`config.mk`:
```
export PLATFORM = sky130hd
export DESIGN_NAME = trilinear_restriction_rows
export DESIGN_NICKNAME = d
export VERILOG_FILES = /design/src/trr_pkg.sv /design/src/trr_cfg.sv /design/src/trr_ctrl.sv /design/src/trr_dp.sv /design/src/trilinear_restriction_rows.sv
export SDC_FILE = /design/constraint.sdc
export NUM_CORES = 2
export LEC_CHECK = 0
export ABC_AREA = 1
export BUFFER_PORTS_ARGS = -buffer_cell sky130_fd_sc_hd__buf_2
export CELL_PAD_IN_SITES_DETAIL_PLACEMENT = 1
export CELL_PAD_IN_SITES_GLOBAL_PLACEMENT = 1
export CORE_MARGIN = 3
export CORE_UTILIZATION = 30
export DETAILED_ROUTE_END_ITERATION = 16
export PLACE_DENSITY = 0.57
export SYNTH_ARGS = -nofsm -noshare
export SYNTH_HDL_FRONTEND = slang
export SYNTH_HIERARCHICAL = 1
export SYNTH_SLANG_ARGS = --single-unit
export TNS_END_PERCENT = 100
```
`constraint.sdc`:
```
create_clock -name i_clk -period 4.4 [get_ports i_clk]
set_input_delay 0.44 -clock i_clk [delete_from_list [all_inputs] [get_ports i_clk]]
set_output_delay 0.44 -clock i_clk [all_outputs]
set_load 0.05 [all_outputs]
```
`src/trr_pkg.sv`:
```
package trr_pkg;

    localparam int DIM_MAX = 256;

    localparam int SIZE_W  = 9;
    localparam int COORD_W = 7;
    localparam int ROW_W   = 21;
    localparam int COL_W   = 24;
    localparam int WGT_W   = 4;
    localparam int CNT_W   = 26;
    localparam int ADDR_W  = 5;
    localparam int DATA_W  = 32;

    localparam logic [2:0] REG_FINE_SIZE_X = 3'd0;
    localparam logic [2:0] REG_FINE_SIZE_Y = 3'd1;
    localparam logic [2:0] REG_FINE_SIZE_Z = 3'd2;
    localparam logic [2:0] REG_OPEN_X      = 3'd3;
    localparam logic [2:0] REG_OPEN_Y      = 3'd4;
    localparam logic [2:0] REG_OPEN_Z      = 3'd5;

    localparam logic [1:0] OFS_LOW  = 2'd0;
    localparam logic [1:0] OFS_MID  = 2'd1;
    localparam logic [1:0] OFS_HIGH = 2'd2;

    localparam logic [WGT_W-1:0] WGT_CENTER = 4'd8;

    typedef struct packed {
        logic [COORD_W-1:0] coarse_x;
        logic [COORD_W-1:0] coarse_y;
        logic [COORD_W-1:0] coarse_z;
    } t_in;

    typedef struct packed {
        logic [ROW_W-1:0] row_index;
        logic [COL_W-1:0] column_index;
        logic [WGT_W-1:0] weight_64ths;
        logic [CNT_W-1:0] entry_index;
        logic             last;
        logic             range_error;
    } t_out;

    typedef struct packed {
        logic [SIZE_W-1:0] fine_size_x;
        logic [SIZE_W-1:0] fine_size_y;
        logic [SIZE_W-1:0] fine_size_z;
        logic              open_x;
        logic              open_y;
        logic              open_z;
    } t_cfg;

    typedef struct packed {
        logic load;
        logic mul1;
        logic mul2;
        logic sum;
        logic emit;
    } t_cmd;

    typedef struct packed {
        logic last;
    } t_sts;

    function automatic logic [SIZE_W-1:0] eff_size(input logic [SIZE_W-1:0] n);
        return (n > SIZE_W'(DIM_MAX)) ? SIZE_W'(DIM_MAX) : n;
    endfunction

    function automatic logic [WGT_W-1:0] weight_of(input logic [1:0] ix,
                                                   input logic [1:0] iy,
                                                   input logic [1:0] iz);
        logic [1:0] hops;
        hops = 2'(ix != OFS_MID) + 2'(iy != OFS_MID) + 2'(iz != OFS_MID);
        return WGT_CENTER >> hops;
    endfunction

endpackage

```
`src/trr_cfg.sv`:
```
module trr_cfg (
    input  logic                          i_clk,
    input  logic                          i_rst_n,
    input  logic                          psel,
    input  logic                          penable,
    input  logic                          pwrite,
    input  logic [trr_pkg::ADDR_W-1:0]    paddr,
    input  logic [trr_pkg::DATA_W-1:0]    pwdata,
    output logic [trr_pkg::DATA_W-1:0]    prdata,
    output logic                          pready,
    output trr_pkg::t_cfg                 o_cfg
);

    trr_pkg::t_cfg r_cfg;
    trr_pkg::t_cfg n_cfg;
    logic [2:0]    idx;
    logic          wr;

    assign idx    = paddr[4:2];
    assign wr     = psel && penable && pwrite;
    assign pready = 1'b1;
    assign o_cfg  = r_cfg;

    always_comb begin
        n_cfg = r_cfg;
        if (wr) begin
            unique case (idx)
                trr_pkg::REG_FINE_SIZE_X: n_cfg.fine_size_x = pwdata[trr_pkg::SIZE_W-1:0];
                trr_pkg::REG_FINE_SIZE_Y: n_cfg.fine_size_y = pwdata[trr_pkg::SIZE_W-1:0];
                trr_pkg::REG_FINE_SIZE_Z: n_cfg.fine_size_z = pwdata[trr_pkg::SIZE_W-1:0];
                trr_pkg::REG_OPEN_X:      n_cfg.open_x      = pwdata[0];
                trr_pkg::REG_OPEN_Y:      n_cfg.open_y      = pwdata[0];
                trr_pkg::REG_OPEN_Z:      n_cfg.open_z      = pwdata[0];
                default:                  n_cfg             = r_cfg;
            endcase
        end
    end

    always_ff @(posedge i_clk) begin
        if (!i_rst_n) begin
            r_cfg.fine_size_x <= trr_pkg::SIZE_W'(trr_pkg::DIM_MAX);
            r_cfg.fine_size_y <= trr_pkg::SIZE_W'(trr_pkg::DIM_MAX);
            r_cfg.fine_size_z <= trr_pkg::SIZE_W'(trr_pkg::DIM_MAX);
            r_cfg.open_x      <= 1'b0;
            r_cfg.open_y      <= 1'b0;
            r_cfg.open_z      <= 1'b0;
        end else begin
            r_cfg <= n_cfg;
        end
    end

    always_comb begin
        unique case (idx)
            trr_pkg::REG_FINE_SIZE_X: prdata = trr_pkg::DATA_W'(r_cfg.fine_size_x);
            trr_pkg::REG_FINE_SIZE_Y: prdata = trr_pkg::DATA_W'(r_cfg.fine_size_y);
            trr_pkg::REG_FINE_SIZE_Z: prdata = trr_pkg::DATA_W'(r_cfg.fine_size_z);
            trr_pkg::REG_OPEN_X:      prdata = trr_pkg::DATA_W'(r_cfg.open_x);
            trr_pkg::REG_OPEN_Y:      prdata = trr_pkg::DATA_W'(r_cfg.open_y);
            trr_pkg::REG_OPEN_Z:      prdata = trr_pkg::DATA_W'(r_cfg.open_z);
            default:                  prdata = '0;
        endcase
    end

endmodule

```
`src/trr_ctrl.sv`:
```
module trr_ctrl (
    input  logic          i_clk,
    input  logic          i_rst_n,
    input  logic          i_in_valid,
    output logic          o_in_stall,
    input  logic          i_out_stall,
    output logic          o_out_valid,
    output trr_pkg::t_cmd o_cmd,
    input  trr_pkg::t_sts i_sts
);

    typedef enum logic [4:0] {
        S_IDLE = 5'b00001,
        S_MUL1 = 5'b00010,
        S_MUL2 = 5'b00100,
        S_SUM  = 5'b01000,
        S_EMIT = 5'b10000
    } t_state;

    t_state r_state;
    t_state n_state;
    logic   r_out_valid;
    logic   n_out_valid;
    logic   emit;

    assign emit        = (r_state == S_EMIT) && (!r_out_valid || !i_out_stall);
    assign o_in_stall  = (r_state != S_IDLE);
    assign o_out_valid = r_out_valid;

    assign o_cmd.load = (r_state == S_IDLE) && i_in_valid;
    assign o_cmd.mul1 = (r_state == S_MUL1);
    assign o_cmd.mul2 = (r_state == S_MUL2);
    assign o_cmd.sum  = (r_state == S_SUM);
    assign o_cmd.emit = emit;

    always_comb begin
        n_state = r_state;
        unique case (r_state)
            S_IDLE: begin
                if (i_in_valid) begin
                    n_state = S_MUL1;
                end
            end
            S_MUL1: n_state = S_MUL2;
            S_MUL2: n_state = S_SUM;
            S_SUM:  n_state = S_EMIT;
            S_EMIT: begin
                if (emit && i_sts.last) begin
                    n_state = S_IDLE;
                end
            end
            default: n_state = S_IDLE;
        endcase
    end

    assign n_out_valid = emit || (r_out_valid && i_out_stall);

    always_ff @(posedge i_clk) begin
        if (!i_rst_n) begin
            r_state     <= S_IDLE;
            r_out_valid <= 1'b0;
        end else begin
            r_state     <= n_state;
            r_out_valid <= n_out_valid;
        end
    end

endmodule

```
`src/trr_dp.sv`:
```
module trr_dp (
    input  logic          i_clk,
    input  logic          i_rst_n,
    input  trr_pkg::t_cmd i_cmd,
    input  trr_pkg::t_cfg i_cfg,
    input  trr_pkg::t_in  i_in_data,
    output trr_pkg::t_out o_out_data,
    output trr_pkg::t_sts o_sts
);

    // captured item and effective sizes
    logic [6:0]  r_cx, r_cy, r_cz;
    logic [8:0]  r_nx, r_ny, r_nz;

    // first product step
    logic        r_err;
    logic [14:0] r_mxmy;
    logic [16:0] r_nxny;
    logic [14:0] r_cymx;
    logic [15:0] r_y0;
    logic        r_wx, r_wy, r_wz;
    logic [1:0]  r_lx, r_ly, r_lz;

    // second product step
    logic [20:0] r_czmxmy;
    logic [23:0] r_z0;

    // scan state
    logic [20:0] r_row;
    logic [1:0]  r_ix, r_iy, r_iz;
    logic [7:0]  r_x;
    logic [15:0] r_yoff;
    logic [23:0] r_zoff;

    logic [25:0]   r_cnt;
    trr_pkg::t_out r_out;

    logic [15:0] mxmy_full;
    logic [17:0] nxny_full;
    logic [14:0] cymx_full;
    logic [16:0] y0_full;
    logic [21:0] czmxmy_full;
    logic [24:0] z0_full;
    logic [8:0]  fx2, fy2, fz2;
    logic        err;
    logic        x_last, y_last, z_last, iter_last;
    logic [1:0]  ix_inc, iy_inc, iz_inc;
    logic [16:0] yoff_inc;
    logic [24:0] zoff_inc;
    logic [23:0] col;

    assign mxmy_full   = 16'(r_nx[8:1]) * 16'(r_ny[8:1]);
    assign nxny_full   = 18'(r_nx) * 18'(r_ny);
    assign cymx_full   = 15'(r_cy) * 15'(r_nx[8:1]);
    assign y0_full     = 17'({r_cy, 1'b0}) * 17'(r_nx);
    assign czmxmy_full = 22'(r_cz) * 22'(r_mxmy);
    assign z0_full     = 25'({r_cz, 1'b0}) * 25'(r_nxny);

    assign fx2 = 9'({r_cx, 1'b0}) + 9'd2;
    assign fy2 = 9'({r_cy, 1'b0}) + 9'd2;
    assign fz2 = 9'({r_cz, 1'b0}) + 9'd2;

    assign err = ({1'b0, r_cx} >= r_nx[8:1]) ||
                 ({1'b0, r_cy} >= r_ny[8:1]) ||
                 ({1'b0, r_cz} >= r_nz[8:1]);

    assign x_last    = (r_ix == r_lx);
    assign y_last    = (r_iy == r_ly);
    assign z_last    = (r_iz == r_lz);
    assign iter_last = x_last && y_last && z_last;
    assign ix_inc    = r_ix + 2'd1;
    assign iy_inc    = r_iy + 2'd1;
    assign iz_inc    = r_iz + 2'd1;
    assign yoff_inc  = {1'b0, r_yoff} + {8'd0, r_nx};
    assign zoff_inc  = {1'b0, r_zoff} + {8'd0, r_nxny};
    assign col       = {16'd0, r_x} + {8'd0, r_yoff} + r_zoff;

    assign o_sts.last = r_err || iter_last;
    assign o_out_data = r_out;

    always_ff @(posedge i_clk) begin
        if (i_cmd.load) begin
            r_cx <= i_in_data.coarse_x;
            r_cy <= i_in_data.coarse_y;
            r_cz <= i_in_data.coarse_z;
            r_nx <= trr_pkg::eff_size(i_cfg.fine_size_x);
            r_ny <= trr_pkg::eff_size(i_cfg.fine_size_y);
            r_nz <= trr_pkg::eff_size(i_cfg.fine_size_z);
        end
        if (i_cmd.mul1) begin
            r_err  <= err;
            r_mxmy <= mxmy_full[14:0];
            r_nxny <= nxny_full[16:0];
            r_cymx <= cymx_full;
            r_y0   <= y0_full[15:0];
            r_wx   <= (fx2 == r_nx);
            r_wy   <= (fy2 == r_ny);
            r_wz   <= (fz2 == r_nz);
            r_lx   <= (!i_cfg.open_x || fx2 != r_nx) ? trr_pkg::OFS_HIGH : trr_pkg::OFS_MID;
            r_ly   <= (!i_cfg.open_y || fy2 != r_ny) ? trr_pkg::OFS_HIGH : trr_pkg::OFS_MID;
            r_lz   <= (!i_cfg.open_z || fz2 != r_nz) ? trr_pkg::OFS_HIGH : trr_pkg::OFS_MID;
        end
        if (i_cmd.mul2) begin
            r_czmxmy <= czmxmy_full[20:0];
            r_z0     <= z0_full[23:0];
        end
        if (i_cmd.sum) begin
            r_row  <= 21'(r_cx) + 21'(r_cymx) + r_czmxmy;
            r_ix   <= trr_pkg::OFS_LOW;
            r_iy   <= trr_pkg::OFS_LOW;
            r_iz   <= trr_pkg::OFS_LOW;
            r_x    <= {r_cx, 1'b0};
            r_yoff <= r_y0;
            r_zoff <= r_z0;
        end else if (i_cmd.emit) begin
            if (!x_last) begin
                r_ix <= ix_inc;
                r_x  <= (ix_inc == trr_pkg::OFS_HIGH && r_wx) ? 8'd0 : r_x + 8'd1;
            end else begin
                r_ix <= trr_pkg::OFS_LOW;
                r_x  <= {r_cx, 1'b0};
                if (!y_last) begin
                    r_iy   <= iy_inc;
                    r_yoff <= (iy_inc == trr_pkg::OFS_HIGH && r_wy) ? 16'd0 : yoff_inc[15:0];
                end else begin
                    r_iy   <= trr_pkg::OFS_LOW;
                    r_yoff <= r_y0;
                    if (!z_last) begin
                        r_iz   <= iz_inc;
                        r_zoff <= (iz_inc == trr_pkg::OFS_HIGH && r_wz) ? 24'd0 : zoff_inc[23:0];
                    end
                end
            end
        end
        if (i_cmd.emit) begin
            if (r_err) begin
                r_out.row_index    <= '0;
                r_out.column_index <= '0;
                r_out.weight_64ths <= '0;
                r_out.entry_index  <= '0;
                r_out.last         <= 1'b1;
                r_out.range_error  <= 1'b1;
            end else begin
                r_out.row_index    <= r_row;
                r_out.column_index <= col;
                r_out.weight_64ths <= trr_pkg::weight_of(r_ix, r_iy, r_iz);
                r_out.entry_index  <= r_cnt;
                r_out.last         <= iter_last;
                r_out.range_error  <= 1'b0;
            end
        end
    end

    always_ff @(posedge i_clk) begin
        if (!i_rst_n) begin
            r_cnt <= '0;
        end else if (i_cmd.emit && !r_err) begin
            r_cnt <= r_cnt + 26'd1;
        end
    end

endmodule

```
`src/trilinear_restriction_rows.sv`:
```
// Trilinear restriction row generator. Each coarse point transfer yields the nonzero
// entries of its restriction row, one result transfer per cycle while the output is
// not stalled, after the setup steps: an item yields 8 to 27 entries (three neighbours per
// periodic axis, two per open axis whose high neighbour falls off the grid), or a
// single error entry for an out-of-range point. The setup steps are the capture, the
// two product steps that form the row and plane offsets, and the sum step that forms
// the row index; entries then leave through a single output register, and the next
// point is taken once the last entry of the row is in that register.
module trilinear_restriction_rows (
    input  logic                          i_clk,
    input  logic                          i_rst_n,
    input  logic                          i_in_valid,
    output logic                          o_in_stall,
    input  trr_pkg::t_in                  i_in_data,
    output logic                          o_out_valid,
    input  logic                          i_out_stall,
    output trr_pkg::t_out                 o_out_data,
    input  logic                          psel,
    input  logic                          penable,
    input  logic                          pwrite,
    input  logic [trr_pkg::ADDR_W-1:0]    paddr,
    input  logic [trr_pkg::DATA_W-1:0]    pwdata,
    output logic [trr_pkg::DATA_W-1:0]    prdata,
    output logic                          pready
);

    trr_pkg::t_cfg cfg;
    trr_pkg::t_cmd cmd;
    trr_pkg::t_sts sts;

    trr_cfg u_cfg (
        .i_clk   (i_clk),
        .i_rst_n (i_rst_n),
        .psel    (psel),
        .penable (penable),
        .pwrite  (pwrite),
        .paddr   (paddr),
        .pwdata  (pwdata),
        .prdata  (prdata),
        .pready  (pready),
        .o_cfg   (cfg)
    );

    trr_ctrl u_ctrl (
        .i_clk       (i_clk),
        .i_rst_n     (i_rst_n),
        .i_in_valid  (i_in_valid),
        .o_in_stall  (o_in_stall),
        .i_out_stall (i_out_stall),
        .o_out_valid (o_out_valid),
        .o_cmd       (cmd),
        .i_sts       (sts)
    );

    trr_dp u_dp (
        .i_clk      (i_clk),
        .i_rst_n    (i_rst_n),
        .i_cmd      (cmd),
        .i_cfg      (cfg),
        .i_in_data  (i_in_data),
        .o_out_data (o_out_data),
        .o_sts      (sts)
    );

endmodule

```
# Word-level counts from Yosys, hierarchy flattened
# Cells that the tools add are included.
# totals
register_bits	378
in_bits	65
out_inout_bits	112
word_cells	169
# op_classes
add_sub_neg	16
n_mul	6
magnitude_cmp	6
eq_ne	29
shift	1
muxes	25
bitwise	1
n_reduce_logical	41
# op_table
operator	count
2-to-1 mux 24 bit	6
2-to-1 mux 16 bit	5
case mux 9 bit (6 select lines)	1
2-to-1 mux 8 bit	4
adder 8 x 2 -> 9 bit (second input constant)	3
== test 9 bit	3
greater-than comparator 9 bit (second input constant)	3
inequality test 9 bit	3
adder 26 x 1 -> 26 bit (second input constant)	1
case mux 5 bit (5 select lines)	1
adder 17 x 24 -> 24 bit	1
adder 24 x 17 -> 24 bit	1
>= comparator 7 x 8 -> 1 bit	3
multiplier 7 x 17 -> 23 bit	1
adder 21 bit	1
multiplier 7 x 15 -> 21 bit	1
AND reduction 2 bit	9
adder 8 x 16 -> 17 bit	1
multiplier 9 x 9 -> 17 bit	1
adder 16 x 9 -> 16 bit	1
adder 7 x 15 -> 16 bit	1
multiplier 7 x 8 -> 15 bit	1
multiplier 7 x 9 -> 15 bit	1
multiplier 8 x 8 -> 15 bit	1
28 further kinds	71

# Depth between registers and ports, before layout
# logic_depth
word_depth	9
mapped_depth	23
mapped_depth_nobuf	21

# Hierarchy
# The synthesis kept the hierarchy.
# modules_own_cells
module	instances	cells_per_inst	area_each_um2	seq_area_each_um2
trr_dp	1	4018	32507.4	9939.5
trr_cfg	1	257	1722.9	600.6
trr_ctrl	1	50	335.3	120.1

# Worst setup path after synthesis
# OpenSTA, ideal clock, no wires.
# synth_path
path_kind	reg2reg
start	register u_dp.r_cz[6]
end	register u_dp.r_czmxmy[17], data pin
setup_ps	252
arrival_time_ps	4188
required_ps	4148
path_slack_ps	-40
path_stages_with_launch	19
n_path_buf	2
synth_period_minus_slack_ps	4440
path_cell_list	edfxtp_1 buf_2 buf_1 nand2_1 fa_1 fa_1 inv_1 fa_1 inv_1 fa_1 inv_1 ha_1 a21oi_1 o21ai_1 a21oi_1 or2_1 nand2_1 nand2_1 nand2_1
# synth_via
elab_chain_cells	1
# synth_rtl
item	line	rtl
start: declaration	trr_dp.sv:12	logic [6:0] r_cx, r_cy, r_cz;
start signal: assignment	trr_dp.sv:85	r_cz <= i_in_data.coarse_z;
multiplier 7 x 15 -> 21 bit	trr_dp.sv:56	assign czmxmy_full = 22'(r_cz) * 22'(r_mxmy);
named net u_dp.czmxmy_full[17]	trr_dp.sv:42	logic [21:0] czmxmy_full;
end signal: assignment	trr_dp.sv:104	r_czmxmy <= czmxmy_full[20:0];
end: declaration	trr_dp.sv:25	logic [20:0] r_czmxmy;
# The timed path passes the listed nets, and every way through them passes these cells.
# A chain may end at the register's enable or synchronous reset.

# Worst setup path after layout
# layout_path
start	register u_dp.r_cz[2]
end	register u_dp.r_czmxmy[20], data pin
# The elaborated chain is that of the path after synthesis.

==> results_dict.tcl <==
set metrics [dict create \
    outcome "complete, no violations" \
    synthFlopType "edfxtp_1" \
    fin_cells 6262 \
    power.density_nw_per_um2 555 \
    grt_max_degree 73 \
    worst-path-max-fanout 11 \
    finalClockSkew_ns 0.0460 \
    fin_crit_ns 4.37 \
    layout.nets 5344 \
    wirelength_um 107000 \
    reg2reg_setup_slack_ns 0.03 \
    synth.cell_area_um2 34600 \
    cts-root-buf "clkbuf_16" \
    place_ws_ns -0.150 \
    viasPerCell 4.56 \
    dp_hpwl_um 87100 \
    cts_sinks 378 \
    gp_congestion 0.847 \
    die_h_um 345 \
    hold_viol_final 0 \
    slew_viol_final 0 \
    period_share_pct 99.2 \
    vias 28540 \
    cp-end-kind "register" \
    relSlewSlack_pct 31.7 \
    chipWidth_um 345 \
    worst_r2r_path_depth 21 \
    crit_end "u_dp/r_czmxmy[20]$_DFFE_PP_" \
    dpl_cell_area_um2 38700 \
    drive_above_1_share_pct 18.4 \
    n_antenna_cell 0 \
    cts_buffers 48 \
    r2r-end "u_dp/r_czmxmy[20]$_DFFE_PP_" \
    fmax_mhz 229 \
    portBuffers 127 \
    wl_per_cell_um 17.1 \
    dieArea_um2 119000 \
    fillers 13489 \
    grt_pass1_vias 30202 \
    crit_required_ns 4.80 \
    fp.coreArea_um2 113000 \
    worst_hold_slack_ns 0.0522 \
    grt_pass1_wl_um 167000 \
    drtAntennaViolNets 0 \
    fin_ws_ns 0.0333 \
    grt_overflow 0 \
    ir_drop_v 0.000322 \
    design_area_um2 42400 \
    hold_depth 1 \
    start_kind "register" \
    clk_path_buf_depth 3 \
    arrival_ns 4.76 \
    yosys_warnings 6 \
    final_common_cell "nand2_1" \
    synth_edf_count 309 \
    final_cell_mix "nand2_1, inv_1, nor2_1" \
    dp_cells 6119 \
    netlist_instances 4325 \
    postSynthAreaPerCell_um2 7.99 \
    hold_path.class "input port to register" \
    synth_cell_types 61 \
    synth_seq_area_share_pct 30.8 \
    async_flop_share_pct 0 \
    cts_tree "done" \
    drtPass1Iterations 5 \
    rr_startpoint "u_dp/r_cz[2]$_DFFE_PP_" \
    num_io_pins 177 \
    setup_viol 0 \
    num_rows 123 \
    synth-seq-cells 378 \
    worst-setup-path-type "register to register" \
    maxCapViolations 0 \
    antenna_found_initial 3 \
    track_usage_pct 17.5 \
    drt_iter0_drc 1150 \
    clk_latency_ns 0.66 \
    critPathLaunch "u_dp/r_cz[2]$_DFFE_PP_" \
    areaGrowthSynthToFinish_pct 22.7 \
    start_util_pct 30.5 \
    grt_setup_unrepaired "yes" \
    cts_max_level 2 \
    cts.clk_slew.worst_paths_ns 0.06 \
    drc 0 \
    tightest_slew_ns 1.02 \
    p_leak_nw 21.3 \
]
-- layer usage --
metal | routed length [um] | share of wire [%] | global-route usage [%] | vias up
met2 | 51900 | 48 | 30.4 | 307
li1 | - | - | - | 14167
met5 | 0 | 0 | 0 | -
met3 | 2790 | 2.6 | 1.73 | 97
met4 | 2240 | 2.1 | 3.91 | 0
met1 | 50400 | 47 | 23.6 | 13969
-- cells in the mapped netlist, types with 15 or more instances --
| cell | number | share of area (%) |
|---|---|---|
| fa_1 | 264 | 15 |
| xor2_1 | 78 | 2.0 |
| dfxtp_1 | 69 | 4.0 |
| nand4_1 | 53 | 0.96 |
| buf_2 | 17 | 0.25 |
| nand2_1 | 1129 | 12 |
| ha_1 | 291 | 11 |
| o21bai_1 | 15 | 0.33 |
| nor2_2 | 16 | 0.29 |
| edfxtp_1 | 309 | 27 |
| inv_2 | 16 | 0.17 |
| inv_1 | 913 | 9.9 |
| nand3_1 | 204 | 3.0 |
| clkbuf_1 | 51 | 0.55 |
| xnor2_1 | 45 | 1.1 |
| nor2_1 | 359 | 3.9 |
| a21oi_1 | 183 | 2.6 |
| nand3b_1 | 16 | 0.35 |
| nor3_1 | 34 | 0.49 |
| buf_4 | 33 | 0.72 |
| o21ai_0 | 87 | 1.3 |
-- area by class of cell --
class	count	area, um^2	area share (%)
Sequential cell	378	10700	25.1
Clock inverter	30	444	1.05
Inverter	933	3510	8.27
Timing Repair Buffer	446	3400	8.02
Multi-Input combinational cell	2917	21300	50.2
Tap cell	1500	1880	4.42
Clock buffer	58	1250	2.94
-- registers in the layout, indices dropped and copies added (netlist names), 9 cells and up --
register and flops:
u_dp/r_z0 23, u_dp/r_czmxmy 21, u_dp/r_y0 15, u_dp/r_nx 9, u_dp/r_nz 9, u_dp/o_out_data 77
u_dp/r_row 21, u_dp/r_mxmy 15, u_dp/r_zoff 24, u_dp/r_cymx 15, u_dp/r_nxny 17, u_cfg/o_cfg 30
u_dp/r_cnt 26, u_dp/r_ny 9, u_dp/r_yoff 16
-- kinds of logic after synthesis --
| logic type | count (synthesis) | synth area share [%] |
|---|---|---|
| buffers and inverters | 1052 | 12.0 |
| AND/OR/NAND/NOR | 1869 | 22.7 |
| adder cells (fa/ha/maj) | 555 | 25.8 |
| AO/OA/AOI/OAI | 345 | 5.45 |
| XOR/XNOR | 124 | 3.18 |
| other | 2 | 0.0217 |
| flip-flops | 378 | 30.8 |
-- metrics by stage --
| step | total power [W] | setup TNS (ns) | util, % |
|---|---|---|---|
| after floorplan | 0.0115 | -0.00309 | - |
| after global placement | 0.0161 | -1.28 | 34.1 |
| after detailed placement | 0.0163 | -1.95 | 34.1 |
| after CTS | 0.0213 | -0.455 | 36.0 |
| after global routing | 0.0255 | -1.93 | 37.4 |
| final | 0.0236 | 0 | 37.4 |
-- critical path, stage by stage (launching register included) --
cell and delay, ns:
edfxtp_1 0.44, buf_6 0.15, buf_12 0.14, nand2_2 0.06
inv_1 0.05, fa_1 0.49, inv_2 0.04, fa_1 0.51
inv_2 0.04, fa_1 0.49, inv_2 0.04, fa_1 0.52
inv_2 0.05, ha_4 0.28, buf_6 0.12, nand2_4 0.07
inv_2 0.07, nand3_2 0.08, nor3_4 0.21, nand3_2 0.13
nand4_1 0.09, nand2_1 0.06
-- report_power, final --
group	internal, W	switching (W)	total [W]
combinational	0.00662	0.00814	0.0148
sequential	0.00444	0.000123	0.00457
clock	0.00252	0.00171	0.00423
total	0.0136	0.00997	0.0236
-- worst min-delay path by stage --
stage                                            from  slack [ns]                     endpoint
final                                   i_in_data[11]        0.05       u_dp/r_cy[4]$_DFFE_PP_
after global placement    u_dp/r_cnt[12]$_SDFFE_PN0P_        0.46  u_dp/r_cnt[12]$_SDFFE_PN0P_
after detailed placement  u_dp/r_cnt[12]$_SDFFE_PN0P_        0.47  u_dp/r_cnt[12]$_SDFFE_PN0P_
after global routing                     i_in_data[6]        0.02       u_dp/r_cz[6]$_DFFE_PP_
after floorplan           u_dp/r_cnt[12]$_SDFFE_PN0P_        0.44  u_dp/r_cnt[12]$_SDFFE_PN0P_
after CTS                                i_in_data[2]       0.001       u_dp/r_cz[2]$_DFFE_PP_
-- timing repair --
item,4_1_cts,5_1_grt
hold buffers,16,0
pin swaps,9,200
setup endpoints to repair,33,61
hold endpoints to repair,16,0
gates resized for setup,53,329
setup buffers,4,33
gates cloned,0,4
(Power assumes the default switching activity.)
